**src/sv/mkd_pkg.sv**
```systemverilog
// ----------------------------------------------------------------------------
// mkd_pkg
// Shared types, constants and the Morse pattern table for the key decoder.
// ----------------------------------------------------------------------------
package mkd_pkg;

	// default sizing
	localparam int TIMER_BITS_DEF = 16;
	localparam int MAX_MARKS_DEF  = 5;
	localparam int QUEUE_DEPTH    = 2;

	// configuration register file
	localparam int CFG_W     = 16;
	localparam int CFG_IDX_W = 2;

	typedef enum logic [CFG_IDX_W-1:0] {
		REG_DASH_MIN   = 2'd0,
		REG_LETTER_GAP = 2'd1,
		REG_WORD_GAP   = 2'd2,
		REG_DEBOUNCE   = 2'd3
	} cfg_reg_t;

	localparam logic [CFG_W-1:0] DASH_MIN_RST   = 16'd300;
	localparam logic [CFG_W-1:0] LETTER_GAP_RST = 16'd900;
	localparam logic [CFG_W-1:0] WORD_GAP_RST   = 16'd2200;
	localparam logic [CFG_W-1:0] DEBOUNCE_RST   = 16'd15;

	// longest pattern the table knows
	localparam int TAB_MARKS = 5;

	// ascii codes
	localparam logic [6:0] CODE_NONE = 7'd0;

	// one decoded tick
	typedef struct packed {
		logic       sidetone;
		logic       char_valid;
		logic [6:0] char_code;
		logic       unknown_symbol;
		logic       space_valid;
	} res_t;

	// pattern to ascii, mark i in bit i, 1 is a dash; CODE_NONE when no match
	function automatic logic [6:0] morse_lookup(input logic [2:0] cnt, input logic [4:0] pat);
		logic [6:0] code;
		code = CODE_NONE;
		unique case ({cnt, pat})
			{3'd1, 5'd0}:  code = 7'h45; // E
			{3'd1, 5'd1}:  code = 7'h54; // T
			{3'd2, 5'd2}:  code = 7'h41; // A
			{3'd2, 5'd0}:  code = 7'h49; // I
			{3'd2, 5'd3}:  code = 7'h4D; // M
			{3'd2, 5'd1}:  code = 7'h4E; // N
			{3'd3, 5'd1}:  code = 7'h44; // D
			{3'd3, 5'd3}:  code = 7'h47; // G
			{3'd3, 5'd5}:  code = 7'h4B; // K
			{3'd3, 5'd7}:  code = 7'h4F; // O
			{3'd3, 5'd2}:  code = 7'h52; // R
			{3'd3, 5'd0}:  code = 7'h53; // S
			{3'd3, 5'd4}:  code = 7'h55; // U
			{3'd3, 5'd6}:  code = 7'h57; // W
			{3'd4, 5'd1}:  code = 7'h42; // B
			{3'd4, 5'd5}:  code = 7'h43; // C
			{3'd4, 5'd4}:  code = 7'h46; // F
			{3'd4, 5'd0}:  code = 7'h48; // H
			{3'd4, 5'd14}: code = 7'h4A; // J
			{3'd4, 5'd2}:  code = 7'h4C; // L
			{3'd4, 5'd6}:  code = 7'h50; // P
			{3'd4, 5'd11}: code = 7'h51; // Q
			{3'd4, 5'd8}:  code = 7'h56; // V
			{3'd4, 5'd9}:  code = 7'h58; // X
			{3'd4, 5'd13}: code = 7'h59; // Y
			{3'd4, 5'd3}:  code = 7'h5A; // Z
			{3'd5, 5'd31}: code = 7'h30; // 0
			{3'd5, 5'd30}: code = 7'h31; // 1
			{3'd5, 5'd28}: code = 7'h32; // 2
			{3'd5, 5'd24}: code = 7'h33; // 3
			{3'd5, 5'd16}: code = 7'h34; // 4
			{3'd5, 5'd0}:  code = 7'h35; // 5
			{3'd5, 5'd1}:  code = 7'h36; // 6
			{3'd5, 5'd3}:  code = 7'h37; // 7
			{3'd5, 5'd7}:  code = 7'h38; // 8
			{3'd5, 5'd15}: code = 7'h39; // 9
			default:       code = CODE_NONE;
		endcase
		return code;
	endfunction

endpackage

```
**src/sv/mkd_queue.sv**
```systemverilog
// ----------------------------------------------------------------------------
// mkd_queue
// Small register queue that decouples the tick intake from the decoder and the
// decoder from the result consumer.
// ----------------------------------------------------------------------------
module mkd_queue #(
	parameter int WIDTH = 1,
	parameter int DEPTH = 2
) (
	input  logic             clk,
	input  logic             arst_n,
	input  logic             wr_en,
	input  logic [WIDTH-1:0] wr_data,
	output logic             full,
	input  logic             rd_en,
	output logic [WIDTH-1:0] rd_data,
	output logic             empty
);
	localparam int PW = (DEPTH > 1) ? $clog2(DEPTH) : 1;
	localparam int CW = $clog2(DEPTH + 1);

	logic [WIDTH-1:0] mem_q [DEPTH];
	logic [PW-1:0]    wr_ptr_q;
	logic [PW-1:0]    rd_ptr_q;
	logic [CW-1:0]    count_q;
	logic             do_wr;
	logic             do_rd;

	assign full    = (count_q == CW'(DEPTH));
	assign empty   = (count_q == '0);
	assign rd_data = mem_q[rd_ptr_q];
	assign do_wr   = wr_en && !full;
	assign do_rd   = rd_en && !empty;

	// entry storage
	always_ff @(posedge clk) begin
		if (do_wr) begin
			mem_q[wr_ptr_q] <= wr_data;
		end
	end

	// pointers and fill level
	always_ff @(posedge clk or negedge arst_n) begin
		if (!arst_n) begin
			wr_ptr_q <= '0;
			rd_ptr_q <= '0;
			count_q  <= '0;
		end else begin
			if (do_wr) begin
				wr_ptr_q <= (wr_ptr_q == PW'(DEPTH - 1)) ? '0 : wr_ptr_q + 1'b1;
			end
			if (do_rd) begin
				rd_ptr_q <= (rd_ptr_q == PW'(DEPTH - 1)) ? '0 : rd_ptr_q + 1'b1;
			end
			if (do_wr && !do_rd) begin
				count_q <= count_q + 1'b1;
			end else if (do_rd && !do_wr) begin
				count_q <= count_q - 1'b1;
			end
		end
	end

endmodule

```
**src/sv/mkd_core.sv**
```systemverilog
// ----------------------------------------------------------------------------
// mkd_core
// Decoder back end: timers, debounce, mark collection, letter and word gaps,
// plus the configuration registers.
// ----------------------------------------------------------------------------
module mkd_core #(
	parameter int TIMER_BITS = mkd_pkg::TIMER_BITS_DEF,
	parameter int MAX_MARKS  = mkd_pkg::MAX_MARKS_DEF
) (
	input  logic                           clk,
	input  logic                           arst_n,
	input  logic                           cfg_wr_en,
	input  logic [mkd_pkg::CFG_IDX_W-1:0]  cfg_index,
	input  logic [mkd_pkg::CFG_W-1:0]      cfg_data,
	input  logic                           tick_en,
	input  logic                           key_pressed,
	output mkd_pkg::res_t                  res
);
	import mkd_pkg::*;

	localparam int TW  = TIMER_BITS;
	localparam int XW  = (TIMER_BITS > CFG_W) ? TIMER_BITS : CFG_W;
	localparam int MCW = $clog2(MAX_MARKS + 2);
	localparam int MIW = $clog2(MAX_MARKS);

	// configuration
	logic [CFG_W-1:0] dash_min_q, letter_gap_q, word_gap_q, debounce_q;

	// decoder state
	logic                 key_down_q, letter_pending_q, word_space_done_q;
	logic                 sent_any_q, last_sent_space_q;
	logic [TW-1:0]        since_edge_q, press_length_q, since_release_q;
	logic [MAX_MARKS-1:0] mark_pattern_q;
	logic [MCW-1:0]       mark_count_q;

	// next values
	logic                 key_down_n, letter_pending_n, word_space_done_n;
	logic                 sent_any_n, last_sent_space_n;
	logic [TW-1:0]        since_edge_n, press_length_n, since_release_n;
	logic [MAX_MARKS-1:0] mark_pattern_n;
	logic [MCW-1:0]       mark_count_n;
	logic                 deb_ok;
	logic [6:0]           code;

	// register writes
	always_ff @(posedge clk or negedge arst_n) begin
		if (!arst_n) begin
			dash_min_q   <= DASH_MIN_RST;
			letter_gap_q <= LETTER_GAP_RST;
			word_gap_q   <= WORD_GAP_RST;
			debounce_q   <= DEBOUNCE_RST;
		end else if (cfg_wr_en) begin
			unique case (cfg_reg_t'(cfg_index))
				REG_DASH_MIN:   dash_min_q   <= cfg_data;
				REG_LETTER_GAP: letter_gap_q <= cfg_data;
				REG_WORD_GAP:   word_gap_q   <= cfg_data;
				REG_DEBOUNCE:   debounce_q   <= cfg_data;
				default:        ;
			endcase
		end
	end

	// one tick of decoding
	always_comb begin
		// timers advance and saturate first
		since_edge_n    = (since_edge_q == '1) ? since_edge_q : since_edge_q + 1'b1;
		since_release_n = (since_release_q == '1) ? since_release_q : since_release_q + 1'b1;
		press_length_n  = press_length_q;
		if (key_down_q && press_length_q != '1) begin
			press_length_n = press_length_q + 1'b1;
		end

		key_down_n        = key_down_q;
		letter_pending_n  = letter_pending_q;
		word_space_done_n = word_space_done_q;
		sent_any_n        = sent_any_q;
		last_sent_space_n = last_sent_space_q;
		mark_pattern_n    = mark_pattern_q;
		mark_count_n      = mark_count_q;

		res.sidetone       = key_pressed;
		res.char_valid     = 1'b0;
		res.char_code      = CODE_NONE;
		res.unknown_symbol = 1'b0;
		res.space_valid    = 1'b0;
		code               = CODE_NONE;

		deb_ok = XW'(since_edge_n) > XW'(debounce_q);

		// debounced key edges
		if (key_pressed && !key_down_q && deb_ok) begin
			key_down_n     = 1'b1;
			since_edge_n   = '0;
			press_length_n = '0;
		end else if (!key_pressed && key_down_q && deb_ok) begin
			key_down_n   = 1'b0;
			since_edge_n = '0;
			if (mark_count_q < MCW'(MAX_MARKS)) begin
				if (XW'(press_length_n) >= XW'(dash_min_q)) begin
					mark_pattern_n[mark_count_q[MIW-1:0]] = 1'b1;
				end
				mark_count_n = mark_count_q + 1'b1;
			end else begin
				mark_count_n = MCW'(MAX_MARKS + 1);
			end
			since_release_n   = '0;
			letter_pending_n  = 1'b1;
			word_space_done_n = 1'b0;
		end

		// letter gap ends the letter
		if (letter_pending_n && !key_down_n &&
		    XW'(since_release_n) > XW'(letter_gap_q)) begin
			if (mark_count_n != '0 && mark_count_n <= MCW'(TAB_MARKS)) begin
				code = morse_lookup(mark_count_n[2:0], mark_pattern_n[TAB_MARKS-1:0]);
			end
			if (code != CODE_NONE) begin
				res.char_valid    = 1'b1;
				res.char_code     = code;
				sent_any_n        = 1'b1;
				last_sent_space_n = 1'b0;
			end else begin
				res.unknown_symbol = 1'b1;
			end
			mark_pattern_n   = '0;
			mark_count_n     = '0;
			letter_pending_n = 1'b0;
		end

		// word gap sends a single space
		if (!letter_pending_n && mark_count_n == '0 && !key_down_n && !word_space_done_n &&
		    sent_any_n && !last_sent_space_n &&
		    XW'(since_release_n) > XW'(word_gap_q)) begin
			res.space_valid   = 1'b1;
			word_space_done_n = 1'b1;
			last_sent_space_n = 1'b1;
		end
	end

	// state update on each tick
	always_ff @(posedge clk or negedge arst_n) begin
		if (!arst_n) begin
			key_down_q        <= 1'b0;
			letter_pending_q  <= 1'b0;
			word_space_done_q <= 1'b1;
			sent_any_q        <= 1'b0;
			last_sent_space_q <= 1'b0;
			since_edge_q      <= '1;
			press_length_q    <= '0;
			since_release_q   <= '1;
			mark_pattern_q    <= '0;
			mark_count_q      <= '0;
		end else if (tick_en) begin
			key_down_q        <= key_down_n;
			letter_pending_q  <= letter_pending_n;
			word_space_done_q <= word_space_done_n;
			sent_any_q        <= sent_any_n;
			last_sent_space_q <= last_sent_space_n;
			since_edge_q      <= since_edge_n;
			press_length_q    <= press_length_n;
			since_release_q   <= since_release_n;
			mark_pattern_q    <= mark_pattern_n;
			mark_count_q      <= mark_count_n;
		end
	end

endmodule

```
**src/sv/morse_key_decoder_unit.sv**
```systemverilog
// path: a tick is queued at intake, the core decodes it, the result is queued
// throughput: one tick per cycle, sustained while pop keeps up with push
// the core sets the rate, retiring one queued tick per cycle while the result
// queue has room; two-entry queues flank it, so a stall spreads once they fill
// reset: arst_n low clears both queues, the decoder state and loads the default
// timing registers; no clearing pass is needed
// ----------------------------------------------------------------------------
// morse_key_decoder_unit
// Straight-key Morse decoder: tick intake queue, decoder core, result queue.
// ----------------------------------------------------------------------------
module morse_key_decoder_unit #(
	parameter int TIMER_BITS = mkd_pkg::TIMER_BITS_DEF,
	parameter int MAX_MARKS  = mkd_pkg::MAX_MARKS_DEF
) (
	input  logic                          clk,
	input  logic                          arst_n,
	input  logic                          cfg_wr_en,
	input  logic [mkd_pkg::CFG_IDX_W-1:0] cfg_index,
	input  logic [mkd_pkg::CFG_W-1:0]     cfg_data,
	input  logic                          push,
	output logic                          full,
	input  logic                          key_pressed,
	output logic                          empty,
	input  logic                          pop,
	output logic                          sidetone,
	output logic                          char_valid,
	output logic [6:0]                    char_code,
	output logic                          unknown_symbol,
	output logic                          space_valid
);
	import mkd_pkg::*;

	logic in_empty, in_key, out_full, tick_en;
	res_t core_res, out_res;

	// core retires one tick when there is one and room for its result
	assign tick_en = !in_empty && !out_full;

	// front: tick intake
	mkd_queue #(
		.WIDTH (1),
		.DEPTH (QUEUE_DEPTH)
	) u_front (
		.clk     (clk),
		.arst_n  (arst_n),
		.wr_en   (push),
		.wr_data (key_pressed),
		.full    (full),
		.rd_en   (tick_en),
		.rd_data (in_key),
		.empty   (in_empty)
	);

	// back: decoder
	mkd_core #(
		.TIMER_BITS (TIMER_BITS),
		.MAX_MARKS  (MAX_MARKS)
	) u_core (
		.clk         (clk),
		.arst_n      (arst_n),
		.cfg_wr_en   (cfg_wr_en),
		.cfg_index   (cfg_index),
		.cfg_data    (cfg_data),
		.tick_en     (tick_en),
		.key_pressed (in_key),
		.res         (core_res)
	);

	// result queue
	mkd_queue #(
		.WIDTH ($bits(res_t)),
		.DEPTH (QUEUE_DEPTH)
	) u_result (
		.clk     (clk),
		.arst_n  (arst_n),
		.wr_en   (tick_en),
		.wr_data (core_res),
		.full    (out_full),
		.rd_en   (pop),
		.rd_data (out_res),
		.empty   (empty)
	);

	assign sidetone       = out_res.sidetone;
	assign char_valid     = out_res.char_valid;
	assign char_code      = out_res.char_code;
	assign unknown_symbol = out_res.unknown_symbol;
	assign space_valid    = out_res.space_valid;

endmodule

```
**config.mk**
```make
export PLATFORM = sky130hd
export DESIGN_NAME = morse_key_decoder_unit
export DESIGN_NICKNAME = d
export VERILOG_FILES = /design/src/sv/mkd_pkg.sv /design/src/sv/mkd_queue.sv /design/src/sv/mkd_core.sv /design/src/sv/morse_key_decoder_unit.sv
export SDC_FILE = /design/constraint.sdc
export NUM_CORES = 1
export LEC_CHECK = 0
export BUFFER_PORTS_ARGS = -buffer_cell sky130_fd_sc_hd__buf_4
export CORE_MARGIN = 4
export CORE_UTILIZATION = 40
export CTS_CLUSTER_DIAMETER = 200
export DETAILED_ROUTE_END_ITERATION = 8
export GPL_TIMING_DRIVEN = 0
export SETUP_SLACK_MARGIN = 0.1
export SYNTH_ARGS = -nofsm -noshare
export SYNTH_HDL_FRONTEND = slang
export SYNTH_SLANG_ARGS = --single-unit
```
**constraint.sdc**
```tcl
create_clock -name clk -period 7.6 [get_ports clk]
set_input_delay 0.76 -clock clk [delete_from_list [all_inputs] [get_ports clk]]
set_output_delay 0.76 -clock clk [all_outputs]
set_load 0.01 [all_outputs]
```
==> results of run 1 <==
final cells by class:
cell class,instances,area share [%]
Clock inverter,12,1.13
Clock buffer,20,4.03
Tap cell,324,3.58
Buffer,42,1.63
Timing Repair Buffer,41,2.92
Multi-Input combinational cell,779,47.7
Sequential cell,157,36.3
Inverter,82,2.71
what timing repair did:
item / CTS / global route
setup buffers: 1 / 3
hold endpoints to repair: 0 / 0
pin swaps: 1 / 2
resized for setup: 5 / 11
endpoints found under the setup margin: 27 / 27
registers in the layout, indices dropped and copies added, names as in the netlist, 3 cells and up:
signal,cells
u_core.since_release_q,16
u_core.letter_gap_q,16
u_core.since_edge_q,16
u_core.press_length_q,16
u_core.dash_min_q,16
u_core.mark_count_q,3
u_result.mem_q,22
u_core.debounce_q,16
u_core.mark_pattern_q,5
u_core.word_gap_q,16
metrics by stage:
| step | instances | cell area [um2] | util (%) |
|---|---|---|---|
| finish | 1457 | 11300 | 46.5 |
| detailed placement | 1423 | 10700 | 43.7 |
| global placement | 1422 | 10600 | 43.6 |
| global route | 1457 | 11300 | 46.5 |
| CTS | 1455 | 11300 | 46.2 |
| floorplan | 1062 | 9950 | - |
worst register-to-register path, delay by kind of cell, from the launching register on:
| kind | cells | cell delay, ns |
|---|---|---|
| and+or+nand+nor | 15 | 2.95 |
| AOI/OAI and AO/OA | 8 | 2.02 |
| buffers and inverters | 4 | 0.73 |
| adders and majority gates | 2 | 0.63 |
| DFF | 1 | 0.57 |
| xor gates and xnor gates | 1 | 0.15 |
cell families (layout without fill, tap and decap cells):
| family | Yosys count | after routing | share of synthesized area (%) |
|---|---|---|---|
| flip-flops | 157 | 157 | 41.3 |
| buffers and inverters | 126 | 197 | 4.89 |
| AO/OA/AOI/OAI | 224 | 224 | 15.7 |
| XOR/XNOR | 49 | 49 | 4.31 |
| AND/OR/NAND/NOR | 369 | 369 | 17.5 |
| multiplexers | 67 | 67 | 7.51 |
| adder cells (fa/ha/maj) | 70 | 70 | 8.80 |
power by group:
part / switching (mW) / total, mW / internal [mW] / leakage, nW
combinational: 0.725 / 1.18 / 0.458 / 2.92
clock: 0.383 / 0.862 / 0.480 / 0.289
sequential: 0.104 / 1.18 / 1.08 / 1.80
total: 1.21 / 3.23 / 2.02 / 5.00
placed cells by master, fill, tap and decap left out, types with 3 or more instances in the layout:
master / instances
a211o_1: 3
a211oi_1: 5
a21o_1: 4
a21oi_1: 47
a22o_1: 16
a31o_2: 5
a31oi_1: 11
and2_1: 8
and3_1: 12
buf_4: 40
buf_6: 3
clkbuf_1: 35
clkbuf_16: 17
dfrtp_1: 84
dfstp_2: 49
edfxtp_1: 24
ha_1: 70
inv_1: 82
inv_8: 4
mux2_2: 61
mux2i_1: 6
nand2_1: 140
nand2b_1: 17
nand3_1: 32
nand3b_1: 4
nand4_1: 24
nor2_1: 79
nor2b_1: 9
nor3_1: 15
o2111ai_1: 6
o211ai_1: 11
o21a_1: 5
o21ai_0: 62
o31ai_1: 8
or2_2: 3
or3_1: 6
xnor2_1: 26
xor2_1: 23
routing by layer:
layer | wire (um) | part of all wire [%]
met1 | 11500 | 46
met2 | 12000 | 48
met3 | 1090 | 4.3
met4 | 516 | 2.0
met5 | 0 | 0
path summary, 6_finish.rpt:
path                                           startpoint                          to  slack (ns)  cells after the start
worst max-delay path               u_core.since_edge_q[4]    u_core.last_sent_space_q        0.46                     30
worst min-delay path                               arst_n        u_core.dash_min_q[7]        0.28                      1
worst max register to register     u_core.since_edge_q[4]    u_core.last_sent_space_q        0.46                     30
worst min register to register  u_core.since_release_q[4]   u_core.since_release_q[4]        0.48                      2
max in group asynchronous                          arst_n  u_core.since_release_q[11]        6.48                      2
min in group clk                u_core.since_release_q[4]   u_core.since_release_q[4]        0.48                      2
==> flow_summary.ini, run 1 <==
[placed_design]
port_buffers = 36
pre_cts_ws_ns = -0.479
place.gp.congestion = 0.886
place_hpwl_mm = 18.6

[yosys]
synthTopCellsByCount = nand2_1, dfrtp_1, inv_1
yosysMostFrequentCell = nand2_1
yosysWarnings = 0
synth_area_per_cell_um2 = 9.37
ys_seq_area_share_pct = 41.3
synth_ff_type = dfrtp_1
syn_nets = 1156
netlist_instances = 1062
yosysTopAreaCell = dfrtp_1
ys_seq_elements = 157
yosys.area.top_type_share_pct = 21.1
synth_cell_types = 80
synth_edf_count = 24
syn_area_mm2 = 0.00995
async_flop_share_pct = 84.7
netlist_top_cells_area = dfrtp_1, dfstp_2, ha_1

[job]
drv_cap = 0

[cells_and_area]
ff_latch_area_mm2 = 0.00411
fill_cells = 2399
drive_gt1_share_pct = 19.2
fin_nets = 1214
multi_input_area_mm2 = 0.00541
areaGrowthSynthToFinish_pct = 14.0
n_antenna_cell = 0

[route]
drt-initial-drc-count = 530
drc = 0
totalWireLength_mm = 25.2
vias_per_cell = 5.47
via_count = 7977
antenna_left = 0
dr.pass1.iters = 5
wire_per_inst_um = 17.3

[grt]
track_usage_pct = 18.5
antenna_found_initial = 0
grt_max_degree = 82
grt_first_pass_wirelength_mm = 41.5
grt_pass1_vias = 7836
met2_usage_pct = 30.2
grt.busiest_layer = met2
use_met1_pct = 24.8
met3_usage_pct = 4.10
grt_overflow = 0

[cts]
cts-root-buf = clkbuf_16
cts_buffers = 17
cts_sinks = 157
path_clk_slew_ns = 0.07
cts_tree = built
cts_buffer_depth = 2
hold_buffers = 0
clock_latency_ns = 0.43
htree_levels = 4

[setup_path]
crit_buf_inv = 4
slowest_stage = dfstp_2
path_max_fanout = 10
critPathKind = flop to flop
crit_family = simple AND/OR/NAND/NOR gates
critPathCaptureType = flop
startpoint_type = flop
worst_ep_required_time_ns = 7.95
worst_path_largest_cell_delay_ns = 0.57
critPathArrivalTime_ns = 7.49

[floorplanning]
die_h_um = 166
start_util_pct = 40.8
coreArea_mm2 = 0.0244
dieArea_mm2 = 0.0275
pin_count = 37
die_x_um = 166
row_count = 57

[sta]
rsz0062_at_grt = false
worst_hold_slack_ns = 0.283
timing.setup.tns_ns = 0
finClkSkew_ns = 0.0131
post-route-period-util_pct = 93.9
hold_violations = 0
drv_slew = 0
finalSetupViolCount = 0
tightest_slew_ns = 1.07
fmax_mhz = 140
relSlewSlack_pct = 27.7
fin_crit_ns = 7.14
finalWorstSetupSlack_ns = 0.463

[status]
status = finished clean

[power]
p_leak_nw = 5.00
power.density_mw_per_mm2 = 285
total_power_mw = 3.23
irDropWorstVdd_v = 0.000160

[hold_path]
hold_class = input port to async pin
No activity file was read; power rests on OpenSTA's default activity.
==> inputs of run 2 (changes only) <==
--- a/config.mk
+++ b/config.mk
@@ -6,11 +6,14 @@
 export NUM_CORES = 1
 export LEC_CHECK = 0
 export BUFFER_PORTS_ARGS = -buffer_cell sky130_fd_sc_hd__buf_4
+export CELL_PAD_IN_SITES_DETAIL_PLACEMENT = 1
+export CELL_PAD_IN_SITES_GLOBAL_PLACEMENT = 2
 export CORE_MARGIN = 4
 export CORE_UTILIZATION = 40
 export CTS_CLUSTER_DIAMETER = 200
 export DETAILED_ROUTE_END_ITERATION = 8
 export GPL_TIMING_DRIVEN = 0
+export PLACE_DENSITY_LB_ADDON = 0.1
 export SETUP_SLACK_MARGIN = 0.1
 export SYNTH_ARGS = -nofsm -noshare
 export SYNTH_HDL_FRONTEND = slang
==> run 2 against run 1 <==
  * Core utilization rose by 0.22 points
  * Routed wire length rose by 15%
  * Die area did not move
  * Clock skew increased by 0.0062 ns
  * Via count increased by 0.60%
  * Critical path type unchanged
  * Largest power group is now combinational logic
==> flow_summary.ini, run 2 (same netlist as run 1, synthesis figures left out) <==
[route]
vias_per_cell = 5.50
antenna_left = 0
totalWireLength_mm = 29.0
dr.pass1.iters = 4
wire_per_inst_um = 19.9
drc = 0
via_count = 8025
drt-initial-drc-count = 317

[cts]
cts-root-buf = clkbuf_16
hold_buffers = 0
cts_buffer_depth = 2
htree_levels = 4
cts_buffers = 17
clock_latency_ns = 0.45
path_clk_slew_ns = 0.08
cts_sinks = 157
cts_tree = built

[sta]
tightest_slew_ns = 0.984
fmax_mhz = 139
relSlewSlack_pct = 34.2
finClkSkew_ns = 0.0193
finalSetupViolCount = 0
drv_slew = 0
fin_crit_ns = 7.18
rsz0062_at_grt = false
post-route-period-util_pct = 94.4
worst_hold_slack_ns = 0.269
hold_violations = 0
finalWorstSetupSlack_ns = 0.425

[power]
power.density_mw_per_mm2 = 296
p_leak_nw = 5.04
irDropWorstVdd_v = 0.000128
total_power_mw = 3.38

[cells_and_area]
n_antenna_cell = 0
fin_nets = 1216
final_cell_area_mm2 = 0.0114
final_common_cell = nand2_1
post-route-util_pct = 46.7
top_register = u_result.mem_q
largest_reg_flops = 22
layout_common_cells = nand2_1, dfrtp_1, inv_1
areaGrowthSynthToFinish_pct = 14.5
drive_gt1_share_pct = 19.4

[placed_design]
place_area_mm2 = 0.0107
pre_cts_ws_ns = -0.718
place_hpwl_mm = 21.8
port_buffers = 36
place.gp.congestion = 0.860

[job]
drv_cap = 0

[grt]
grt.busiest_layer = met2
met3_usage_pct = 2.93
use_met1_pct = 28.4
grt_max_degree = 81
met2_usage_pct = 36.5
track_usage_pct = 21.1
grt_pass1_vias = 8201
antenna_found_initial = 0
grt_first_pass_wirelength_mm = 46.2
grt_overflow = 0

[setup_path]
slowest_stage = dfstp_2
crit_family = simple AND/OR/NAND/NOR gates
crit_start = u_core.since_edge_q[2]
critPathKind = flop to flop
critPathArrivalTime_ns = 7.53
crit_buf_inv = 3
worst_ep_required_time_ns = 7.96
r2r_slack_ns = 0.42
rr_worst_depth = 29
critPathCaptureType = flop
crit_path_end = u_core.last_sent_space_q
rr_endpoint = u_core.last_sent_space_q
cpMostUsedCell = nand3_1
path_max_fanout = 10
startpoint_type = flop
worst_path_largest_cell_delay_ns = 0.58
cp_num_cells = 29
rr_startpoint = u_core.since_edge_q[2]

[floorplanning]
start_util_pct = 40.8
row_count = 57
pin_count = 37
die_h_um = 166
die_x_um = 166
dieArea_mm2 = 0.0275
coreArea_mm2 = 0.0244

[status]
status = finished clean

[hold_path]
hold_class = input port to async pin
[run 2: timing repair]
action	CTS	global route
endpoints found under the setup margin	31	22
gates resized for setup	6	9
hold endpoints to repair	0	0
pin swaps	1	6
buffers inserted	1	5
[run 2: how the worst min path moves through the flow]
stage,end,slack [ns],cells past startpoint
2_1_floorplan,u_core.sent_any_q,0.44,1
3_3_place_gp,u_core.sent_any_q,0.46,1
3_5_place_dp,u_core.since_release_q[15],0.48,2
4_1_cts,u_core.debounce_q[4],0.29,1
5_1_grt,u_core.debounce_q[4],0.30,1
6_report,u_core.debounce_q[4],0.27,1
[run 2: final cells by class]
cell class              instances  area [um2]
clock buffers                  18         429
multi-input cells             779        5400
repair buffers                 44         352
plain buffers                  41         181
clock inverters                14         204
flip-flops and latches        157        4110
well taps                     324         405
fillers                      2831       13000
inverters                      82         308
[run 2: report_power, final]
| part | total, mW | switching, mW | leakage, nW | internal, mW |
|---|---|---|---|---|
| clock network | 0.947 | 0.388 | 0.314 | 0.559 |
| logic | 1.24 | 0.771 | 2.93 | 0.469 |
| registers | 1.19 | 0.112 | 1.80 | 1.08 |
[run 2: stage by stage]
step,setup TNS [ns],std cells
global placement,-12.83,1422
detailed placement,-13.84,1423
global route,0,1459
finish,0,1459
CTS,0,1454
floorplan,0,1062
[run 2: metal layers]
layer  routed length, um  vias up
li1                    -     3913
met2               14400       83
met3                 574       19
met4                 273        0
met1               13800     4010
met5                   0        -
